==> src/design/wfba_pkg.sv <==
// Shared constants, codes and control types for the worst-fit block allocator.
package wfba_pkg;

  localparam int NUM_BLOCKS   = 16;
  localparam int SIZE_BITS    = 16;

  // Fixed port widths
  localparam int IN_IDX_BITS  = 4;
  localparam int IN_SIZE_BITS = 16;
  localparam int OUT_IDX_BITS = 4;
  localparam int CFG_BITS     = 5;

  // Derived widths
  localparam int IDX_BITS = (NUM_BLOCKS > 1) ? $clog2(NUM_BLOCKS) : 1;
  localparam int CNT_BITS = $clog2(NUM_BLOCKS + 1);
  localparam int EXT_BITS = ((IDX_BITS > IN_IDX_BITS) ? IDX_BITS : IN_IDX_BITS) + 1;
  localparam int LIM_BITS = (CNT_BITS > CFG_BITS) ? CNT_BITS : CFG_BITS;

  typedef enum logic {
    OP_LOAD  = 1'b0,
    OP_ALLOC = 1'b1
  } opcode_e;

  typedef enum logic [3:0] {
    ST_IDLE   = 4'b0001,
    ST_SCAN   = 4'b0010,
    ST_DRAIN  = 4'b0100,
    ST_FINISH = 4'b1000
  } state_e;

  // Controller to datapath
  typedef struct packed {
    logic load;         // write one block's free size
    logic start_alloc;  // latch request, clear search state
    logic issue_rd;     // read next entry of the scan
    logic finish;       // commit allocation, emit result
  } cmd_t;

  // Datapath to controller
  typedef struct packed {
    logic limit_zero;   // no block in the search range
    logic scan_last;    // current read is the last of the range
  } sts_t;

endpackage

==> src/design/wfba_ram.sv <==
// Generic single write port, single read port RAM with registered read data.
module wfba_ram #(
  parameter int WIDTH = 16,
  parameter int DEPTH = 16
) (
  input  logic                             clk_i,
  input  logic                             we_i,
  input  logic [$clog2(DEPTH)-1:0]         waddr_i,
  input  logic [WIDTH-1:0]                 wdata_i,
  input  logic [$clog2(DEPTH)-1:0]         raddr_i,
  output logic [WIDTH-1:0]                 rdata_o
);

  logic [WIDTH-1:0] mem_q [DEPTH];
  logic [WIDTH-1:0] rdata_q;

  always_ff @(posedge clk_i) begin
    if (we_i) begin
      mem_q[waddr_i] <= wdata_i;
    end
    rdata_q <= mem_q[raddr_i];
  end

  assign rdata_o = rdata_q;

endmodule

==> src/design/wfba_ctrl.sv <==
// Sequencing state machine: idle, scan, drain of the last read, finish.
module wfba_ctrl (
  input  logic                clk_i,
  input  logic                rst_ni,
  input  logic                start_i,
  input  logic                opcode_i,
  input  wfba_pkg::sts_t      sts_i,
  output wfba_pkg::cmd_t      cmd_o,
  output logic                busy_o
);

  wfba_pkg::state_e state_q, state_d;
  wfba_pkg::opcode_e op;

  assign op = wfba_pkg::opcode_e'(opcode_i);

  always_comb begin
    state_d = state_q;
    cmd_o   = '0;
    case (state_q)
      wfba_pkg::ST_IDLE: begin
        if (start_i) begin
          if (op == wfba_pkg::OP_LOAD) begin
            cmd_o.load = 1'b1;
          end else begin
            cmd_o.start_alloc = 1'b1;
            state_d = sts_i.limit_zero ? wfba_pkg::ST_FINISH : wfba_pkg::ST_SCAN;
          end
        end
      end
      wfba_pkg::ST_SCAN: begin
        cmd_o.issue_rd = 1'b1;
        if (sts_i.scan_last) begin
          state_d = wfba_pkg::ST_DRAIN;
        end
      end
      wfba_pkg::ST_DRAIN: begin
        state_d = wfba_pkg::ST_FINISH;
      end
      wfba_pkg::ST_FINISH: begin
        cmd_o.finish = 1'b1;
        state_d = wfba_pkg::ST_IDLE;
      end
      default: begin
        state_d = wfba_pkg::ST_IDLE;
      end
    endcase
  end

  always_ff @(posedge clk_i or negedge rst_ni) begin
    if (!rst_ni) begin
      state_q <= wfba_pkg::ST_IDLE;
    end else begin
      state_q <= state_d;
    end
  end

  assign busy_o = (state_q != wfba_pkg::ST_IDLE);

endmodule

==> src/design/wfba_dp.sv <==
// Datapath: free-size table, scan counter, worst-fit compare and result registers.
module wfba_dp (
  input  logic                               clk_i,
  input  logic                               rst_ni,
  input  logic                               cfg_we_i,
  input  logic [wfba_pkg::CFG_BITS-1:0]      cfg_wdata_i,
  input  logic [wfba_pkg::IN_IDX_BITS-1:0]   block_index_i,
  input  logic [wfba_pkg::IN_SIZE_BITS-1:0]  size_value_i,
  input  wfba_pkg::cmd_t                     cmd_i,
  output wfba_pkg::sts_t                     sts_o,
  output logic                               done_o,
  output logic                               granted_o,
  output logic [wfba_pkg::OUT_IDX_BITS-1:0]  chosen_block_o
);

  logic [wfba_pkg::CFG_BITS-1:0]  count_q;
  logic [wfba_pkg::LIM_BITS-1:0]  count_ext;
  logic [wfba_pkg::CNT_BITS-1:0]  sat_limit;
  logic [wfba_pkg::CNT_BITS-1:0]  limit_q;
  logic [wfba_pkg::CNT_BITS-1:0]  scan_q;
  logic [wfba_pkg::CNT_BITS-1:0]  scan_nxt;
  logic [wfba_pkg::SIZE_BITS-1:0] size_in;
  logic [wfba_pkg::SIZE_BITS-1:0] req_q;
  logic [wfba_pkg::EXT_BITS-1:0]  load_idx_ext;
  logic                           load_ok;
  logic                           rd_pend_q;
  logic [wfba_pkg::IDX_BITS-1:0]  rd_idx_q;
  logic [wfba_pkg::SIZE_BITS-1:0] rd_data;
  logic                           found_q;
  logic [wfba_pkg::IDX_BITS-1:0]  best_idx_q;
  logic [wfba_pkg::SIZE_BITS-1:0] best_val_q;
  logic                           take;
  logic                           ram_we;
  logic [wfba_pkg::IDX_BITS-1:0]  ram_waddr;
  logic [wfba_pkg::SIZE_BITS-1:0] ram_wdata;
  logic                           done_q;
  logic                           granted_q;
  logic [wfba_pkg::OUT_IDX_BITS-1:0] chosen_q;

  // Block count saturates at the table depth
  assign count_ext = wfba_pkg::LIM_BITS'(count_q);
  assign sat_limit = (count_ext > wfba_pkg::LIM_BITS'(wfba_pkg::NUM_BLOCKS))
                   ? wfba_pkg::CNT_BITS'(wfba_pkg::NUM_BLOCKS)
                   : wfba_pkg::CNT_BITS'(count_ext);

  assign size_in      = wfba_pkg::SIZE_BITS'(size_value_i);
  assign load_idx_ext = wfba_pkg::EXT_BITS'(block_index_i);
  assign load_ok      = load_idx_ext < wfba_pkg::EXT_BITS'(wfba_pkg::NUM_BLOCKS);
  assign scan_nxt     = scan_q + wfba_pkg::CNT_BITS'(1);

  assign sts_o.limit_zero = (sat_limit == '0);
  assign sts_o.scan_last  = (scan_nxt == limit_q);

  // Strictly larger wins, so ties keep the lower index
  assign take = rd_pend_q && (rd_data >= req_q) && (!found_q || (rd_data > best_val_q));

  always_comb begin
    ram_we    = 1'b0;
    ram_waddr = wfba_pkg::IDX_BITS'(load_idx_ext);
    ram_wdata = size_in;
    if (cmd_i.load) begin
      ram_we = load_ok;
    end else if (cmd_i.finish) begin
      ram_we    = found_q;
      ram_waddr = best_idx_q;
      ram_wdata = best_val_q - req_q;
    end
  end

  wfba_ram #(
    .WIDTH(wfba_pkg::SIZE_BITS),
    .DEPTH(wfba_pkg::NUM_BLOCKS)
  ) u_ram (
    .clk_i   (clk_i),
    .we_i    (ram_we),
    .waddr_i (ram_waddr),
    .wdata_i (ram_wdata),
    .raddr_i (scan_q[wfba_pkg::IDX_BITS-1:0]),
    .rdata_o (rd_data)
  );

  // Control state
  always_ff @(posedge clk_i or negedge rst_ni) begin
    if (!rst_ni) begin
      count_q   <= '0;
      rd_pend_q <= 1'b0;
      found_q   <= 1'b0;
      done_q    <= 1'b0;
    end else begin
      if (cfg_we_i) begin
        count_q <= cfg_wdata_i;
      end
      rd_pend_q <= cmd_i.issue_rd;
      if (cmd_i.start_alloc) begin
        found_q <= 1'b0;
      end else if (take) begin
        found_q <= 1'b1;
      end
      done_q <= cmd_i.finish;
    end
  end

  // Payload
  always_ff @(posedge clk_i) begin
    if (cmd_i.start_alloc) begin
      req_q      <= size_in;
      limit_q    <= sat_limit;
      scan_q     <= '0;
      best_idx_q <= '0;
      best_val_q <= '0;
    end else begin
      if (cmd_i.issue_rd) begin
        scan_q <= scan_nxt;
      end
      if (take) begin
        best_idx_q <= rd_idx_q;
        best_val_q <= rd_data;
      end
    end
    rd_idx_q <= scan_q[wfba_pkg::IDX_BITS-1:0];
    if (cmd_i.finish) begin
      granted_q <= found_q;
      chosen_q  <= found_q ? wfba_pkg::OUT_IDX_BITS'(best_idx_q) : '0;
    end
  end

  assign done_o         = done_q;
  assign granted_o      = granted_q;
  assign chosen_block_o = chosen_q;

endmodule

==> src/design/worst_fit_block_allocator_core.sv <==
// Top level of the worst-fit block allocator.
//
// Keeps the free size of up to NUM_BLOCKS blocks in a small RAM. An item is
// taken when start_i is high and busy_o is low. A load item (opcode 0) writes
// size_value_i as the free size of block_index_i in the cycle it is taken,
// gives no result and leaves busy_o low, so another item may follow at once;
// a load to an index beyond the table is dropped. An allocate item (opcode 1)
// scans blocks 0 .. block_count-1 (count saturated at NUM_BLOCKS) one entry
// per cycle through the RAM's single read port, keeps the largest free size
// that fits the request (lowest index on ties), then subtracts the request
// from that block. When the count is 0 the scan is skipped.
// The result shows on granted_o / chosen_block_o for exactly one cycle with
// done_o high, in the cycle in which busy_o falls; the receiver cannot
// stall it, so it must take it then. chosen_block_o is 0 when nothing fits.
// block_count is written through cfg_we_i / cfg_wdata_i; the user must write it only while idle (not enforced).
// Every block in the search range must have been loaded before an allocate.
module worst_fit_block_allocator_core (
  input  logic                               clk_i,
  input  logic                               rst_ni,
  // Configuration
  input  logic                               cfg_we_i,
  input  logic [wfba_pkg::CFG_BITS-1:0]      cfg_wdata_i,
  // Item in
  input  logic                               start_i,
  output logic                               busy_o,
  input  logic                               opcode_i,
  input  logic [wfba_pkg::IN_IDX_BITS-1:0]   block_index_i,
  input  logic [wfba_pkg::IN_SIZE_BITS-1:0]  size_value_i,
  // Result out
  output logic                               done_o,
  output logic                               granted_o,
  output logic [wfba_pkg::OUT_IDX_BITS-1:0]  chosen_block_o
);

  wfba_pkg::cmd_t cmd;
  wfba_pkg::sts_t sts;

  // Controller acts on start_i only while idle, so a start_i it acts on means accepted.
  wfba_ctrl u_ctrl (
    .clk_i    (clk_i),
    .rst_ni   (rst_ni),
    .start_i  (start_i),
    .opcode_i (opcode_i),
    .sts_i    (sts),
    .cmd_o    (cmd),
    .busy_o   (busy_o)
  );

  wfba_dp u_dp (
    .clk_i          (clk_i),
    .rst_ni         (rst_ni),
    .cfg_we_i       (cfg_we_i),
    .cfg_wdata_i    (cfg_wdata_i),
    .block_index_i  (block_index_i),
    .size_value_i   (size_value_i),
    .cmd_i          (cmd),
    .sts_o          (sts),
    .done_o         (done_o),
    .granted_o      (granted_o),
    .chosen_block_o (chosen_block_o)
  );

endmodule

==> config.mk <==
export PLATFORM = sky130hd
export DESIGN_NAME = worst_fit_block_allocator_core
export DESIGN_NICKNAME = d
export VERILOG_FILES = /design/src/design/wfba_pkg.sv /design/src/design/wfba_ram.sv /design/src/design/wfba_ctrl.sv /design/src/design/wfba_dp.sv /design/src/design/worst_fit_block_allocator_core.sv
export SDC_FILE = /design/constraint.sdc
export NUM_CORES = 1
export LEC_CHECK = 0
export ABC_CLOCK_PERIOD_IN_PS = 5700
export BUFFER_PORTS_ARGS = -buffer_cell sky130_fd_sc_hd__buf_2
export CORE_MARGIN = 2
export CORE_UTILIZATION = 62
export DETAILED_ROUTE_END_ITERATION = 8
export GPL_TIMING_DRIVEN = 0
export PLACE_DENSITY_LB_ADDON = 0.05
export SETUP_SLACK_MARGIN = 0.2
export SYNTH_ARGS = -nofsm -noshare
export SYNTH_HDL_FRONTEND = slang
export SYNTH_HIERARCHICAL = 1
export SYNTH_SLANG_ARGS = --single-unit
==> constraint.sdc <==
create_clock -name clk_i -period 5.7 [get_ports clk_i]
set_clock_uncertainty 0.2 [all_clocks]
set_input_delay 0.855 -clock clk_i [delete_from_list [all_inputs] [get_ports clk_i]]
set_output_delay 0.855 -clock clk_i [all_outputs]
set_load 0.05 [all_outputs]
==> results of run 1 <==
## layout make-up
type                            instances  area (um^2)  area share
Clock inverter                         18          116     0.00709
Multi-Input combinational cell        478         4460       0.272
Sequential cell                       339         9670       0.589
Tap cell                              313          392      0.0239
Timing Repair Buffer                   57          438      0.0267
Clock buffer                           43          937      0.0571
Inverter                               38          143     0.00869
Buffer                                 44          258      0.0157
## flip-flops by register name, indices dropped and copies added (netlist names), 5 cells and up
register            count
u_dp/limit_q            5
u_dp/count_ext          5
u_dp/best_val_q        16
u_dp/u_ram/mem_q      256
u_dp/scan_q             5
u_dp/req_q             16
u_dp/u_ram/rdata_o     16
## cell usage after synthesis (all sizes together) (16+ instances only)
cell type	count
edfxtp	282
mux4	64
nand2	62
ha	48
dfxtp	45
a21oi	41
inv	38
a22oi	32
nor2	31
nand4	25
buf	22
clkbuf	22
o21ai	22
a31o	17
nand2b	16
## placed cells by master, fill, tap and decap left out, types with 11 or more instances in the layout
cell type	count
nand2b_1	16
o21ai_1	14
dfxtp_1	45
a22oi_1	32
nand4_1	23
dfrtp_1	11
edfxtp_1	282
mux4_2	54
clkbuf_1	28
nand2_1	62
buf_4	13
buf_2	41
buf_6	15
xnor2_1	15
nor2_1	18
nor2_2	13
ha_1	48
a31o_1	17
clkbuf_16	36
a21oi_1	40
inv_1	38
## cells by family after synthesis
logic type      Yosys count  share of synthesized area
flops                   339                      0.668
xor+xnor                 24                     0.0145
compound gates          146                     0.0690
fa+ha+maj                49                     0.0429
mux                      74                      0.110
simple gates            185                     0.0678
buf+inv                  82                     0.0277
## layer usage
| layer | routed length, um | global-route usage | vias up |
|---|---|---|---|
| li1 | - | - | 3732 |
| met1 | 12700 | 0.345 | 4223 |
| met2 | 15900 | 0.457 | 303 |
| met3 | 1980 | 0.0546 | 65 |
| met4 | 822 | 0.0878 | 0 |
| met5 | 0 | 0 | - |
## power by group through the flow
| stage | Sequential [mW] | Clock (mW) | Combinational [mW] |
|---|---|---|---|
| finish | 2.99 | 2.09 | 1.84 |
| global route | 3.01 | 2.23 | 2.01 |
| detailed placement | 3.04 | 0 | 1.82 |
| CTS | 2.99 | 2.13 | 1.84 |
| floorplan | 2.98 | 0 | 1.38 |
| global placement | 3.04 | 0 | 1.75 |
## critical path, stage by stage (launching register included)
cell and delay [ns]:
dfstp_2 0.57, or4b_4 0.51, nor3b_1 0.37, nand2b_1 0.16
clkbuf_1 0.32, clkbuf_1 0.49, nand2_1 0.12, nand2_1 0.31
nand2_1 0.27, nor2_2 0.82
## worst paths after layout
| check | start | end | slack [ns] | cells past startpoint |
|---|---|---|---|---|
| setup reg to reg | u_ctrl/state_q[0]$_DFFE_PN1P_ | u_dp/u_ram/mem_q[11][10]$_DFFE_PP_ | 1.17 | 9 |
| hold / removal | rst_ni | u_dp/count_ext[0]$_DFFE_PN0P_ | 0.02 | 1 |
| max in group asynchronous | rst_ni | u_ctrl/state_q[0]$_DFFE_PN1P_ | 4.99 | 1 |
| min in group clk_i | u_dp/scan_q[1]$_SDFFE_PP0P_ | u_dp/rd_idx_q[1]$_DFF_P_ | 0.22 | 0 |
| setup / recovery | u_ctrl/state_q[0]$_DFFE_PN1P_ | u_dp/u_ram/mem_q[11][10]$_DFFE_PP_ | 1.17 | 9 |
| hold reg to reg | u_dp/scan_q[1]$_SDFFE_PP0P_ | u_dp/rd_idx_q[1]$_DFF_P_ | 0.22 | 0 |
==> metrics.csv, run 1 <==
metric,value,unit
status,"complete, no violations",
p_seq_frac,0.432,
viasPerCell,6.26,
die_h,157,um
pre_cts_ws,0.749,ns
yosysTopAreaCell,edfxtp_1,
fill_cells,1440,
ys.flop_type,edfxtp_1,
power.internal,4.88,mW
finalCritPeriodShare,0.795,
ios,37,
dp_cells,1269,
drt_iter0_drc,679,
via_count,8323,
diodes,0,
synth_area_leaders,"edfxtp_1 (59%), mux4_2 (8.4%), dfxtp_1 (6.2%)",
remaining_drc_errors,0,
rsz0062_at_grt,no,
drive_gt1_frac,0.216,
grt_pass1_vias,8677,
cts_num_sinks,339,
cts.reportedPaths.clkPinSlew,0.06,ns
power.density,422,nW/um^2
avgSynthCellArea,16.1,um^2
netlist-cell-type-count,68,
syn_inst,899,
place_area,15300,um^2
antenna_found_initial,0,
hold_viol_final,0,
post_cts_resized,0,
fp.dieW,157,um
htreeDepth,2,
grt_pass1_wl,48300,um
synthArstFlopShare,0.0354,
nets,1072,
slew_viol_final,0,
min_period,4.53,ns
cp.required,5.63,ns
hold_slack,0.0239,ns
cts-buffers-inserted,35,
cap_violations,0,
syn_area,14500,um^2
utilization,0.721,
combPwrFrac,0.266,
setup_violations,0,
seq_area_frac_synth,0.668,
startpoint_type,flip-flop,
yosysWarnings,6,
rows,55,
switching_share,0.296,
postCtsSetupBuffers,0,
setup_tns,0,ns
grt_max_degree,17,
endpoint_kind,flip-flop,
clock_latency,0.52,ns
dieArea,24600,um^2
cts-root-buf,clkbuf_16,
post-dp-hpwl,22300,um
slew_headroom,0.130,
finalNonFillerCells,1330,
yosys_register_bits,339,
hold_class,primary input to asynchronous set/reset pin,
portBuffers,36,
ant_nets,0,
tightest_slew,1.30,ns
ctsHoldBuffers,0,
critPathMaxFanout,16,
core_area,22800,um^2
fmax,221,MHz
finalPower,6.93,mW
synth_edf_count,282,
clock_path_buffers,3,
synth_fp_nets,978,
p_clk_frac,0.302,
overflow,0,
fin_ws,1.17,ns
worstSetupPathType,flip-flop to flip-flop,
start_util,0.635,
ir_worst_vdd,369,uV
power.switching,2.05,mW
wl_per_cell,23.6,um
cts_tree,done,
fin_area,16400,um^2
synth_top_area_share,0.585,
arrival,4.46,ns
first_pass_iters,6,
postRouteWirelength,31300,um
grt_util_all_layers,0.267,
area_growth,13.5,%
gp_congestion,0.875,
power.leakage,5.67,nW
(Power assumes the default switching activity.)
==> inputs of run 2 (changes only) <==
- ABC_CLOCK_PERIOD_IN_PS: 5700 -> 4200
- clock period: 5.7 -> 4.2 ns (I/O delays scaled with it)
==> run 2 against run 1 <==
Net effect:
- wire length grew 2.3%
- global-route usage about the same
- combinational power increased by 38%
- largest cell class unchanged
==> metrics.csv, run 2 (same netlist as run 1, synthesis figures left out) <==
metric,value,unit
core_area,22800,um^2
hold_class,primary input to flip-flop,
final_common_cell,edfxtp_1,
tightest_slew,1.31,ns
cpPeakStageDelay,0.60,ns
die_h,157,um
place_area,15400,um^2
setup_violations,0,
drive_gt1_frac,0.227,
diodes,0,
fp.dieW,157,um
worstSetupPathType,flip-flop to flip-flop,
clock_path_buffers,3,
critPathMaxFanout,13,
post-dp-hpwl,21800,um
ios,37,
min_period,3.79,ns
htreeDepth,2,
area_growth,15.3,%
grt_util_all_layers,0.267,
fin_area,16700,um^2
mostFrequentLayoutCells,"edfxtp_1 (282), nand2_1 (59), mux4_2 (54)",
rsz0062_at_grt,no,
grt_pass1_vias,8676,
slew_viol_final,0,
top_register,u_dp/u_ram/mem_q,
rows,55,
drt_iter0_drc,766,
slew_headroom,0.123,
fill_cells,1381,
clock_latency,0.53,ns
postRouteWirelength,32100,um
wl_per_cell,24.0,um
hold_viol_final,0,
grt_pass1_wl,48600,um
finalCritPeriodShare,0.902,
cap_violations,0,
dieArea,24600,um^2
grt_max_degree,17,
status,"complete, no violations",
overflow,0,
cts_tree,done,
cp.required,4.21,ns
startpoint_type,flip-flop,
first_pass_iters,5,
ir_worst_vdd,432,uV
utilization,0.732,
ant_nets,0,
via_count,8351,
path_cells,or4b_4 -> nor3b_2 -> nand2b_1 -> clkbuf_2 -> clkbuf_2 -> nand2_1 -> nand2_2 -> nand2b_1 -> nor2_2 -> buf_16,
cts.reportedPaths.clkPinSlew,0.07,ns
nets,1076,
power.leakage,5.76,nW
cpMaxStageDelayCell,dfstp_2,
cts_num_sinks,339,
remaining_drc_errors,0,
antenna_found_initial,0,
power.density,575,nW/um^2
finalPower,9.59,mW
portBuffers,36,
gp_congestion,0.887,
setup_tns,0,ns
viasPerCell,6.26,
start_util,0.635,
largest_reg_flops,256,
arrival,3.80,ns
cts-buffers-inserted,34,
cts-root-buf,clkbuf_16,
fmax,264,MHz
endpoint_kind,flip-flop,
[run 2: layer usage]
layer  GRT usage  vias to the layer above  routed length (um)  part of all wire
li1            -                     3738                   -                 -
met2       0.449                      303               16300              0.51
met4      0.0992                        0                 914             0.029
met5           0                        -                   0                 0
met1       0.349                     4249               12900              0.40
met3      0.0521                       61                1930             0.060
[run 2: final timing paths]
kind	slack (ns)	startpoint	cells past startpoint	endpoint
max in group asynchronous	3.19	rst_ni	2	u_ctrl/state_q[0]$_DFFE_PN1P_
worst min register to register	0.23	u_dp/scan_q[1]$_SDFFE_PP0P_	0	u_dp/rd_idx_q[1]$_DFF_P_
worst min-delay path	0.11	size_value_i[14]	1	u_dp/req_q[14]$_DFFE_PP_
min in group asynchronous	0.33	rst_ni	2	u_dp/count_ext[0]$_DFFE_PN0P_
worst max register to register	0.41	u_ctrl/state_q[0]$_DFFE_PN1P_	10	u_dp/u_ram/mem_q[1][6]$_DFFE_PP_
worst max-delay path	0.41	u_ctrl/state_q[0]$_DFFE_PN1P_	10	u_dp/u_ram/mem_q[1][6]$_DFFE_PP_
[run 2: critical path: cells and delay by family (launching register included)]
family	cells	cell delay, ns
simple gates	7	1.97
flops	1	0.60
buf+inv	3	0.70
[run 2: what timing repair did]
item,4_1_cts,5_1_grt
setup buffers,3,3
hold buffers,1,0
endpoints found under the hold margin,11,0
gates resized for setup,12,9
endpoints found under the setup margin,270,280
pin swaps,3,3
[run 2: metrics by stage]
stage,setup slack (ns),hold slack (ns),std cells
after floorplan,0.361,0.134,899
after global placement,-0.804,0.213,1248
after detailed placement,-0.493,0.219,1267
after CTS,0.176,0.0984,1332
after global routing,0.222,0.108,1335
final,0.411,0.111,1335
[run 2: cell type report]
cell class | instances | area (um^2) | area share
clock buffer | 41 | 908 | 0.0544
tap | 313 | 392 | 0.0235
inverter | 38 | 143 | 0.00855
multi-input combinational | 478 | 4550 | 0.273
buffer | 44 | 260 | 0.0156
sequential | 339 | 9670 | 0.580
clock inverter | 20 | 201 | 0.0121
timing repair buffer | 62 | 562 | 0.0337
[run 2: power breakdown]
part / internal [mW] / total (mW) / switching (mW)
combinational: 1.16 / 2.54 / 1.38
clock: 1.74 / 2.99 / 1.25
sequential: 3.87 / 4.06 / 0.196
total: 6.77 / 9.59 / 2.82
